### src/sv/mftt_pkg.sv
// Shared types and constants for the motor feedback turn tracker.
// No dependencies; every other file of the block refers to it by scoped names.
package mftt_pkg;

  // Field widths.
  localparam int EncW   = 16;
  localparam int SpanW  = 17;
  localparam int RateW  = 17;
  localparam int TurnW  = 16;
  localparam int TotalW = 33;
  localparam int FrameW = 64;
  localparam int CountW = 16;
  localparam int CfgIdxW = 1;

  // Operation codes.
  localparam logic OP_FRAME = 1'b0;
  localparam logic OP_ZERO  = 1'b1;

  // Configuration register indexes.
  localparam logic [CfgIdxW-1:0] CFG_SPAN  = 1'b0;
  localparam logic [CfgIdxW-1:0] CFG_TRACK = 1'b1;

  // Reset value of the span register: one full 16-bit encoder turn.
  localparam logic [SpanW-1:0] SPAN_RESET = 17'h10000;

  // Unwrapped turn count and rate for one feedback item.
  typedef struct packed {
    logic [TurnW-1:0]        turns;
    logic signed [RateW-1:0] rate;
  } unwrap_t;

endpackage

### src/sv/mftt_if.sv
// Handshake interfaces of the motor feedback turn tracker: feedback input,
// result output and configuration write channel. Depends on mftt_pkg.

interface mftt_in_if;
  logic                          valid;
  logic                          ready;
  logic                          operation;
  logic [mftt_pkg::FrameW-1:0]   frame_data;

  modport source (output valid, output operation, output frame_data, input ready);
  modport sink   (input valid, input operation, input frame_data, output ready);
endinterface

interface mftt_out_if;
  logic                           valid;
  logic                           ready;
  logic [mftt_pkg::EncW-1:0]      encoder_value;
  logic signed [mftt_pkg::RateW-1:0]   encoder_rate;
  logic signed [mftt_pkg::TurnW-1:0]   turn_count;
  logic signed [mftt_pkg::TotalW-1:0]  total_position;
  logic signed [15:0]             speed_value;
  logic signed [15:0]             power_value;
  logic signed [7:0]              temperature_value;
  logic [mftt_pkg::CountW-1:0]    frame_count;

  modport source (output valid, output encoder_value, output encoder_rate,
                  output turn_count, output total_position, output speed_value,
                  output power_value, output temperature_value, output frame_count,
                  input ready);
  modport sink   (input valid, input encoder_value, input encoder_rate,
                  input turn_count, input total_position, input speed_value,
                  input power_value, input temperature_value, input frame_count,
                  output ready);
endinterface

interface mftt_cfg_if;
  logic                           valid;
  logic                           ready;
  logic [mftt_pkg::CfgIdxW-1:0]   index;
  logic [mftt_pkg::SpanW-1:0]     data;

  modport source (output valid, output index, output data, input ready);
  modport sink   (input valid, input index, input data, output ready);
endinterface

### src/sv/mftt_unwrap.sv
// Encoder unwrap: compares the new reading with the previous one against half
// the span and yields the new turn count and rate. Depends on mftt_pkg.
module mftt_unwrap (
  input  logic [mftt_pkg::EncW-1:0]  enc_new,
  input  logic [mftt_pkg::EncW-1:0]  enc_old,
  input  logic [mftt_pkg::SpanW-1:0] span,
  input  logic [mftt_pkg::TurnW-1:0] turns,
  output mftt_pkg::unwrap_t          res
);

  logic signed [18:0] diff;
  logic signed [18:0] half;
  logic signed [18:0] span_s;
  logic signed [18:0] rate_wide;

  // Signed difference and the span terms, wide enough for every span value.
  assign diff   = $signed({3'b000, enc_new}) - $signed({3'b000, enc_old});
  assign half   = $signed({3'b000, span[mftt_pkg::SpanW-1:1]});
  assign span_s = $signed({2'b00, span});

  // A jump of more than half a turn crosses the index mark.
  always_comb begin
    res.turns = turns;
    rate_wide = diff;
    if (diff > half) begin
      res.turns = turns - 16'd1;
      rate_wide = diff - span_s;
    end else if (diff < -half) begin
      res.turns = turns + 16'd1;
      rate_wide = diff + span_s;
    end
    res.rate = rate_wide[mftt_pkg::RateW-1:0];
  end

endmodule

### src/sv/motor_feedback_turn_tracker_top.sv
// Motor feedback turn tracker: input register, state update stage, result register.
// Throughput: one item per cycle unless a stalled result output holds the pipeline;
// the state update of one item is combinational unwrap logic, and the
// turns-times-span product is formed in the next stage.
// Reset (rst, synchronous): all pipeline stages empty, state zero, span 65536,
// tracking disabled. Depends on mftt_pkg, mftt_if and mftt_unwrap.
module motor_feedback_turn_tracker_top (
  input  logic          clk,
  input  logic          rst,
  mftt_in_if.sink       feedback,
  mftt_out_if.source    result,
  mftt_cfg_if.sink      cfg
);

  // Configuration registers.
  logic [mftt_pkg::SpanW-1:0] span;
  logic                       track;

  // Input register.
  logic                        valid_a;
  logic                        op_a;
  logic [mftt_pkg::FrameW-1:0] data_a;

  // Update stage: what the result stage must do with the total.
  logic valid_b;
  logic recompute_b;
  logic zero_b;

  // Tracked state.
  logic [mftt_pkg::EncW-1:0]   current_encoder;
  logic [mftt_pkg::EncW-1:0]   zero_offset;
  logic [mftt_pkg::TurnW-1:0]  turns;
  logic [mftt_pkg::RateW-1:0]  rate_reg;
  logic [15:0]                 speed_reg;
  logic [15:0]                 power_reg;
  logic [7:0]                  temperature_reg;
  logic [mftt_pkg::CountW-1:0] frames_seen;

  // Result register.
  logic out_valid;

  logic adv_b;
  logic adv_c;
  logic b_free;
  logic a_free;
  logic [mftt_pkg::EncW-1:0] enc_in;
  mftt_pkg::unwrap_t         unwrap;
  logic signed [33:0]        product;
  logic [mftt_pkg::TotalW-1:0] total_next;

  // Pipeline flow control.
  assign adv_c  = valid_b && (!out_valid || result.ready);
  assign b_free = !valid_b || adv_c;
  assign adv_b  = valid_a && b_free;
  assign a_free = !valid_a || adv_b;
  assign feedback.ready = a_free;
  assign cfg.ready      = 1'b1;
  assign result.valid   = out_valid;

  // Configuration writes.
  always_ff @(posedge clk) begin
    if (rst) begin
      span  <= mftt_pkg::SPAN_RESET;
      track <= 1'b0;
    end else if (cfg.valid) begin
      case (cfg.index)
        mftt_pkg::CFG_SPAN:  span  <= cfg.data;
        mftt_pkg::CFG_TRACK: track <= cfg.data[0];
        default: ;
      endcase
    end
  end

  // Input register.
  always_ff @(posedge clk) begin
    if (rst) begin
      valid_a <= 1'b0;
    end else if (a_free) begin
      valid_a <= feedback.valid;
    end
  end

  always_ff @(posedge clk) begin
    if (a_free && feedback.valid) begin
      op_a   <= feedback.operation;
      data_a <= feedback.frame_data;
    end
  end

  assign enc_in = data_a[63:48];

  mftt_unwrap u_unwrap (
    .enc_new (enc_in),
    .enc_old (current_encoder),
    .span    (span),
    .turns   (turns),
    .res     (unwrap)
  );

  // State update, one item per cycle while the update stage is free to advance.
  always_ff @(posedge clk) begin
    if (rst) begin
      current_encoder <= '0;
      zero_offset     <= '0;
      turns           <= '0;
      rate_reg        <= '0;
      speed_reg       <= '0;
      power_reg       <= '0;
      temperature_reg <= '0;
      frames_seen     <= '0;
      valid_b         <= 1'b0;
      recompute_b     <= 1'b0;
      zero_b          <= 1'b0;
    end else begin
      if (b_free) begin
        valid_b <= valid_a;
      end
      if (adv_b) begin
        recompute_b <= 1'b0;
        zero_b      <= 1'b0;
        if (op_a == mftt_pkg::OP_ZERO) begin
          zero_offset <= current_encoder;
          turns       <= '0;
          zero_b      <= 1'b1;
        end else begin
          frames_seen     <= frames_seen + 16'd1;
          current_encoder <= enc_in;
          if (!track) begin
            zero_offset <= enc_in;
          end else begin
            turns           <= unwrap.turns;
            rate_reg        <= unwrap.rate;
            speed_reg       <= data_a[47:32];
            power_reg       <= data_a[31:16];
            temperature_reg <= data_a[15:8];
            recompute_b     <= 1'b1;
          end
        end
      end
    end
  end

  // Total position from the state left by the item in the update stage.
  assign product    = $signed(turns) * $signed({1'b0, span});
  assign total_next = product[mftt_pkg::TotalW-1:0]
                    + {17'd0, current_encoder} - {17'd0, zero_offset};

  // Result register; its total field doubles as the held total.
  always_ff @(posedge clk) begin
    if (rst) begin
      out_valid             <= 1'b0;
      result.total_position <= '0;
    end else begin
      if (!out_valid || result.ready) begin
        out_valid <= valid_b;
      end
      if (adv_c) begin
        if (zero_b) begin
          result.total_position <= '0;
        end else if (recompute_b) begin
          result.total_position <= $signed(total_next);
        end
      end
    end
  end

  always_ff @(posedge clk) begin
    if (adv_c) begin
      result.encoder_value     <= current_encoder;
      result.encoder_rate      <= $signed(rate_reg);
      result.turn_count        <= $signed(turns);
      result.speed_value       <= $signed(speed_reg);
      result.power_value       <= $signed(power_reg);
      result.temperature_value <= $signed(temperature_reg);
      result.frame_count       <= frames_seen;
    end
  end

endmodule
### src/flat_wrapper.sv
// flat-port wrapper written by rule: the top's interface ports become plain ports
module motor_feedback_turn_tracker_top_flat 
  (clk, rst, feedback_valid, feedback_operation, feedback_frame_data, feedback_ready, result_valid, result_encoder_value, result_encoder_rate, result_turn_count, result_total_position, result_speed_value, result_power_value, result_temperature_value, result_frame_count, result_ready, cfg_valid, cfg_index, cfg_data, cfg_ready);
  mftt_in_if feedback_i ();
  mftt_out_if result_i ();
  mftt_cfg_if cfg_i ();
  input  logic clk;
  input  logic rst;
  input wire logic [$bits(feedback_i.valid)-1:0] feedback_valid;
  input wire logic [$bits(feedback_i.operation)-1:0] feedback_operation;
  input wire logic [$bits(feedback_i.frame_data)-1:0] feedback_frame_data;
  output wire logic [$bits(feedback_i.ready)-1:0] feedback_ready;
  output wire logic [$bits(result_i.valid)-1:0] result_valid;
  output wire logic [$bits(result_i.encoder_value)-1:0] result_encoder_value;
  output wire logic [$bits(result_i.encoder_rate)-1:0] result_encoder_rate;
  output wire logic [$bits(result_i.turn_count)-1:0] result_turn_count;
  output wire logic [$bits(result_i.total_position)-1:0] result_total_position;
  output wire logic [$bits(result_i.speed_value)-1:0] result_speed_value;
  output wire logic [$bits(result_i.power_value)-1:0] result_power_value;
  output wire logic [$bits(result_i.temperature_value)-1:0] result_temperature_value;
  output wire logic [$bits(result_i.frame_count)-1:0] result_frame_count;
  input wire logic [$bits(result_i.ready)-1:0] result_ready;
  input wire logic [$bits(cfg_i.valid)-1:0] cfg_valid;
  input wire logic [$bits(cfg_i.index)-1:0] cfg_index;
  input wire logic [$bits(cfg_i.data)-1:0] cfg_data;
  output wire logic [$bits(cfg_i.ready)-1:0] cfg_ready;
  assign feedback_i.valid = feedback_valid;
  assign feedback_i.operation = feedback_operation;
  assign feedback_i.frame_data = feedback_frame_data;
  assign feedback_ready = feedback_i.ready;
  assign result_valid = result_i.valid;
  assign result_encoder_value = result_i.encoder_value;
  assign result_encoder_rate = result_i.encoder_rate;
  assign result_turn_count = result_i.turn_count;
  assign result_total_position = result_i.total_position;
  assign result_speed_value = result_i.speed_value;
  assign result_power_value = result_i.power_value;
  assign result_temperature_value = result_i.temperature_value;
  assign result_frame_count = result_i.frame_count;
  assign result_i.ready = result_ready;
  assign cfg_i.valid = cfg_valid;
  assign cfg_i.index = cfg_index;
  assign cfg_i.data = cfg_data;
  assign cfg_ready = cfg_i.ready;
  motor_feedback_turn_tracker_top u_core (.clk(clk), .rst(rst), .feedback(feedback_i), .result(result_i), .cfg(cfg_i));
endmodule
### config.mk
export PLATFORM = sky130hd
export DESIGN_NAME = motor_feedback_turn_tracker_top_flat
export DESIGN_NICKNAME = d
export VERILOG_FILES = /design/src/sv/mftt_pkg.sv /design/src/sv/mftt_if.sv /design/src/sv/mftt_unwrap.sv /design/src/sv/motor_feedback_turn_tracker_top.sv /design/src/flat_wrapper.sv
export SDC_FILE = /design/constraint.sdc
export NUM_CORES = 1
export LEC_CHECK = 0
export ABC_AREA = 1
export BUFFER_PORTS_ARGS = -buffer_cell sky130_fd_sc_hd__buf_2
export CAP_MARGIN = 0
export CORE_UTILIZATION = 45
export CTS_BUF_LIST = sky130_fd_sc_hd__clkbuf_8
export DETAILED_ROUTE_END_ITERATION = 12
export GPL_ROUTABILITY_DRIVEN = 0
export REMOVE_ABC_BUFFERS = 1
export SLEW_MARGIN = 20
export SYNTH_ARGS = -nofsm -noshare
export SYNTH_HDL_FRONTEND = slang
export SYNTH_SLANG_ARGS = --single-unit
### constraint.sdc
create_clock -name clk -period 8.68 [get_ports clk]
set_input_delay 0.868 -clock clk [delete_from_list [all_inputs] [get_ports clk]]
set_output_delay 0.868 -clock clk [all_outputs]
set_load 0.005 [all_outputs]
# After elaboration in Yosys (flattened, before gate mapping)
# Cells that the tools add are included.
totals:
  reg_bits: 347
  input_bits: 88
  out_inout_bits: 141
op_classes:
  addsub: 9
  mul: 1
  n_lt_le_gt_ge: 2
  eq_ne: 1
  n_mux: 13
  bitwise_logic: 2
  reduce_logical: 19
op_table:
  columns: ["operator", "count"]
  rows:
  - ["$mux 16", 6]
  - ["$mux 33", 2]
  - ["$mux 17", 2]
  - ["$add 33x16->33", 1]
  - ["$mul 16x18->33", 1]
  - ["$sub 33x16->33", 1]
  - ["$add 16x1->16 const B", 2]
  - ["$lt 17x19->1", 1]
  - ["$neg 16->19", 1]
  - ["$add 17x17->17", 1]
  - ["$gt 17x17->1", 1]
  - ["$sub 16x16->17", 1]
  - ["$sub 17x17->17", 1]
  - ["$sub 16x1->16 const B", 1]
  - ["$reduce_and 2->1", 5]
  - ["$reduce_and 3->1", 2]
  - ["$reduce_bool 2->1", 2]
  - ["$logic_and 1x1->1", 3]
  - ["$logic_not 1->1", 3]
  - ["$logic_or 1x1->1", 3]
  - ["$mux 1", 3]
  - ["$reduce_bool 3->1", 1]
  - ["$ne 2x2->1 const B", 1]
  - ["$not 1->1", 2]

# Depth between registers and ports, before layout
logic_depth:
  depth_word: 7
  depth_mapped: 34
  depth_no_buf: 34

# Hierarchy
# A second synthesis with hierarchy kept.
unflattened:
  cells_unflattened: 3454
  hier_area_um2: 28162.0
by_module_without_submodules:
  columns: ["mod", "n_inst", "cells_each", "area_per_inst_um2", "seq_area_each_um2"]
  rows:
  - ["motor_feedback_turn_tracker_top", 1, 2581, 23047.1, 8408.1]
  - ["mftt_unwrap", 1, 873, 5114.9, 0.0]

# Least setup slack after synthesis
# No wires, ideal clock.
synth_path:
  path_type: "reg2reg"
  startpoint: "reg u_core.turns[7] (netlist name)"
  endpoint: "reg u_core.result.total_position[28]"
  setup_ps: 70
  t_arrival_ps: 5904
  required_time_ps: 8610
  slack_ps: 2705
  path_stages_with_launch: 29
  n_path_buf: 3
  synth_period_minus_slack_ps: 5975
  path_cell_list: "dfxtp_1 > clkbuf_1 > clkbuf_1 > clkbuf_1 > nand2_1 > inv_1 > fa_1 > inv_1 > fa_1 > fa_1 > inv_1 > fa_1 > fa_1 > inv_1 > fa_1 > inv_1 > ha_1 > a21oi_1 > inv_1 > a31oi_1 > a21boi_0 > inv_1 > nand2_1 > nand2_1 > a31oi_1 > o21ai_0 > nand2_1 > nand3_1 > a21oi_1"
synth_between:
  elab_chain_cells: 5
synth_lines:
  columns: ["item", "line", "rtl"]
  rows:
  - ["from (decl)", "motor_feedback_turn_tracker_top.sv:32", "logic [mftt_pkg::TurnW-1:0] turns;"]
  - ["from (signal assigned)", "motor_feedback_turn_tracker_top.sv:131", "turns <= unwrap.turns;"]
  - ["$mul 16x18->33", "motor_feedback_turn_tracker_top.sv:144", "assign product = $signed(turns) * $signed({1'b0, span});"]
  - ["$add 33x16->33", "motor_feedback_turn_tracker_top.sv:146", "+ {17'd0, current_encoder} - {17'd0, zero_offset};"]
  - ["$sub 33x16->33", "motor_feedback_turn_tracker_top.sv:146", null]
  - ["$mux 33", "motor_feedback_turn_tracker_top.sv:160", "end else if (recompute_b) begin"]
  - ["$mux 33", "motor_feedback_turn_tracker_top.sv:158", "if (zero_b) begin"]
  - ["to (signal assigned)", "motor_feedback_turn_tracker_top.sv:161", "result.total_position <= $signed(total_next);"]
  - ["to (decl)", "mftt_if.sv:27", "output turn_count, output total_position, output speed_value,"]
# No other way between the ends. The select of a mux whose other input is x is not followed.
# A chain may end at the register's enable or synchronous reset.

# Worst setup path in the final report
layout_path:
  startpoint: "reg u_core.turns[0] (netlist name)"
  endpoint: "reg u_core.result.total_position[28]"
# The elaborated chain is that of the path after synthesis.

==> flow_summary.ini <==
[worst_setup_path]
path_cells = nand2_1 -> inv_1 -> fa_1 -> fa_1 -> ha_1 -> ha_1 -> fa_1 -> fa_1 -> ha_1 -> nand3_1 -> nand3_1 -> nand2_1 -> nand2_1 -> a21oi_1 -> o21ai_0 -> a21boi_0 -> inv_1 -> nand2_1 -> nand2_1 -> a31oi_1 -> o21ai_0 -> nand2_1 -> nand3_1 -> a21oi_1
cp_max_fo = 22
cp_top_family = adder cells
slowest_delay_ns = 0.99
slowest_stage = dfxtp_1
worst_setup_path_end_kind = flip-flop
crit_path_frequent_cell = nand2_1
r2r_start = u_core.turns[0]
reg2reg_slack_ns = 1.79
arrival_ns = 7.46
cp.depth = 24
path_buf_inv = 2
reg2reg_to = u_core.result.total_position[28]
worst_setup_path_start_kind = flip-flop
worst_ep_required_time_ns = 9.25
crit_type = flip-flop to flip-flop
reg2regPathDepth = 24

[global_routing]
grt_pass1_wl_um = 109000
grtUsageTotal = 0.232
antenna_found_initial = 6
grt_pass1_vias = 20859
grt_max_degree = 76
grt_overflow = 0

[clocking]
cts_tree = done
cts.path.max_buffers = 3
cts_num_sinks = 339
clock_latency_ns = 0.67
cts_max_level = 2
postCtsResizedCells = 0
cts_hold_repair.buffers = 0
clkTransAtPathRegs_ns = 0.06
cts_buffers = 60
clockRootBuffer = clkbuf_8
cts_setup_buffers = 0

[synth]
syn-cell-area_um2 = 26300
postSynthCellCount = 3072
ys_warn_count = 0
ys_ff_latch = 339
synth.avg_cell_area_um2 = 8.55
synthDistinctLibCells = 55
synthFlopType = dfxtp_1
synth_edf_count = 162
seq_area_frac_synth = 0.320
ys_async_sr_fraction = 0

[die]
fp.dieH_um = 244
initial_core_util = 0.455
pin_count = 229
dieWidth_um = 244
coreArea_um2 = 57700
rows = 88
die_area_um2 = 59400

[routing]
drc = 0
num_vias = 21166
routed_wl_um = 69000
wl_per_cell_um = 17.0
drt_iter0_markers = 1625
ant_nets = 0
firstDrtPassIters = 5
vias_per_cell = 5.20

[timing]
min_period_ns = 6.89
max_slew_margin = 0.249
setup_tns_ns = 0
hold_viol_final = 0
setup_violations = 0
rsz0062_at_grt = no
clock.fmax_mhz = 145
timing.final.max_slew_violations = 0
clock_skew_ns = 0.0289
finalCritPeriodShare = 0.794
worst_slew_pin_slew_ns = 1.13

[placement]
port_buffers = 219
hpwl_um = 51500
dpl_cell_area_um2 = 28000

[pwr]
leakage_nw = 14.6
total_power_mw = 4.57
peakVddDrop_v = 0.000140
p_per_area_nw_per_um2 = 155

[finish]
final_cell_area_um2 = 29400
drive_gt1_frac = 0.121
largestRegisters = u_core.data_a x56, u_core.result.total_position x33
seqCellArea_um2 = 8410
final_cell_mix = inv_1, nand2_1, fa_1, ha_1
multi_input_area_um2 = 15000
nFillCells = 5519
top_register = u_core.data_a
fin_util = 0.510
num-nets-final = 3802
final_common_cell = inv_1
largest_reg_flops = 56
area_growth_pct = 11.9

[worst_hold_path]
holdPathStages = 1
hold_class = input pin to flip-flop
hp-start = feedback_frame_data[32]
hold_end = u_core.data_a[32]

[run]
max_cap_viol_count = 0

[status]
status = completed
## Yosys cell counts, types with 11 or more instances
cell type | count | area share
nor3_1 | 19 | 0.0036
nor2_1 | 182 | 0.026
xor2_1 | 49 | 0.016
nand4_1 | 14 | 0.0033
edfxtp_1 | 162 | 0.19
inv_1 | 628 | 0.090
nand3_1 | 78 | 0.015
o21ai_0 | 167 | 0.032
o32ai_1 | 15 | 0.0050
dfxtp_1 | 177 | 0.13
or2_2 | 11 | 0.0026
nand2_1 | 586 | 0.084
clkbuf_1 | 117 | 0.017
o211ai_1 | 26 | 0.0074
a21oi_1 | 219 | 0.042
a31oi_1 | 15 | 0.0036
fa_1 | 243 | 0.19
buf_1 | 12 | 0.0017
ha_1 | 225 | 0.11
## cells by family (layout without fill, tap and decap cells)
kind of cell / Yosys count / in the layout / share of synthesized area
AOI/OAI and AO/OA: 506 / 506 / 0.109
buffers and inverters: 769 / 995 / 0.111
adders and majority gates: 468 / 468 / 0.292
DFF: 339 / 339 / 0.320
and+or+nand+nor: 929 / 929 / 0.147
other: 1 / 7 / 0.000143
xor gates and xnor gates: 60 / 60 / 0.0211
## through the flow
stage          hold WS [ns]  std cells  worst slack (ns)
5_1_grt               0.329       4069              1.41
3_3_place_gp          0.408       3949              1.91
6_report              0.369       4069              1.79
2_1_floorplan         0.403       2934              3.01
4_1_cts               0.312       4063              1.83
3_5_place_dp          0.408       3949              1.89
## report_power, final
part / leakage (nW) / internal (mW) / switching [mW] / total (mW)
Clock: 0.734 / 0.918 / 0.726 / 1.64
Combinational: 10.9 / 0.379 / 0.767 / 1.15
Sequential: 2.98 / 1.73 / 0.0441 / 1.77
Total: 14.6 / 3.03 / 1.54 / 4.57
## final cells by class
| cell class | instances | area share |
|---|---|---|
| clock buffers | 75 | 0.0351 |
| repair buffers | 250 | 0.0452 |
| clock inverters | 39 | 0.0118 |
| inverters | 631 | 0.0806 |
| diodes | 6 | 0.000510 |
| well taps | 765 | 0.0325 |
| multi-input cells | 1964 | 0.508 |
| flip-flops and latches | 339 | 0.286 |
## routing by layer
layer / global-route usage / vias up / routed length, µm
li1: - / 10069 / -
met1: 0.309 / 10344 / 29900
met2: 0.386 / 630 / 33200
met3: 0.0308 / 123 / 3890
met4: 0.0829 / 0 / 1980
met5: 0 / - / 0
## worst max-delay path by stage
stage	startpoint	to	slack [ns]
after floorplan	u_core.turns[8]	u_core.result.total_position[28]	3.01
after global placement	u_core.turns[8]	u_core.result.total_position[28]	1.91
after detailed placement	u_core.turns[8]	u_core.result.total_position[28]	1.89
after CTS	u_core.turns[8]	u_core.result.total_position[28]	1.83
after global routing	u_core.turns[0]	u_core.result.total_position[28]	1.41
final	u_core.turns[0]	u_core.result.total_position[28]	1.79
Note: power is estimated with default switching activity, not from simulation.
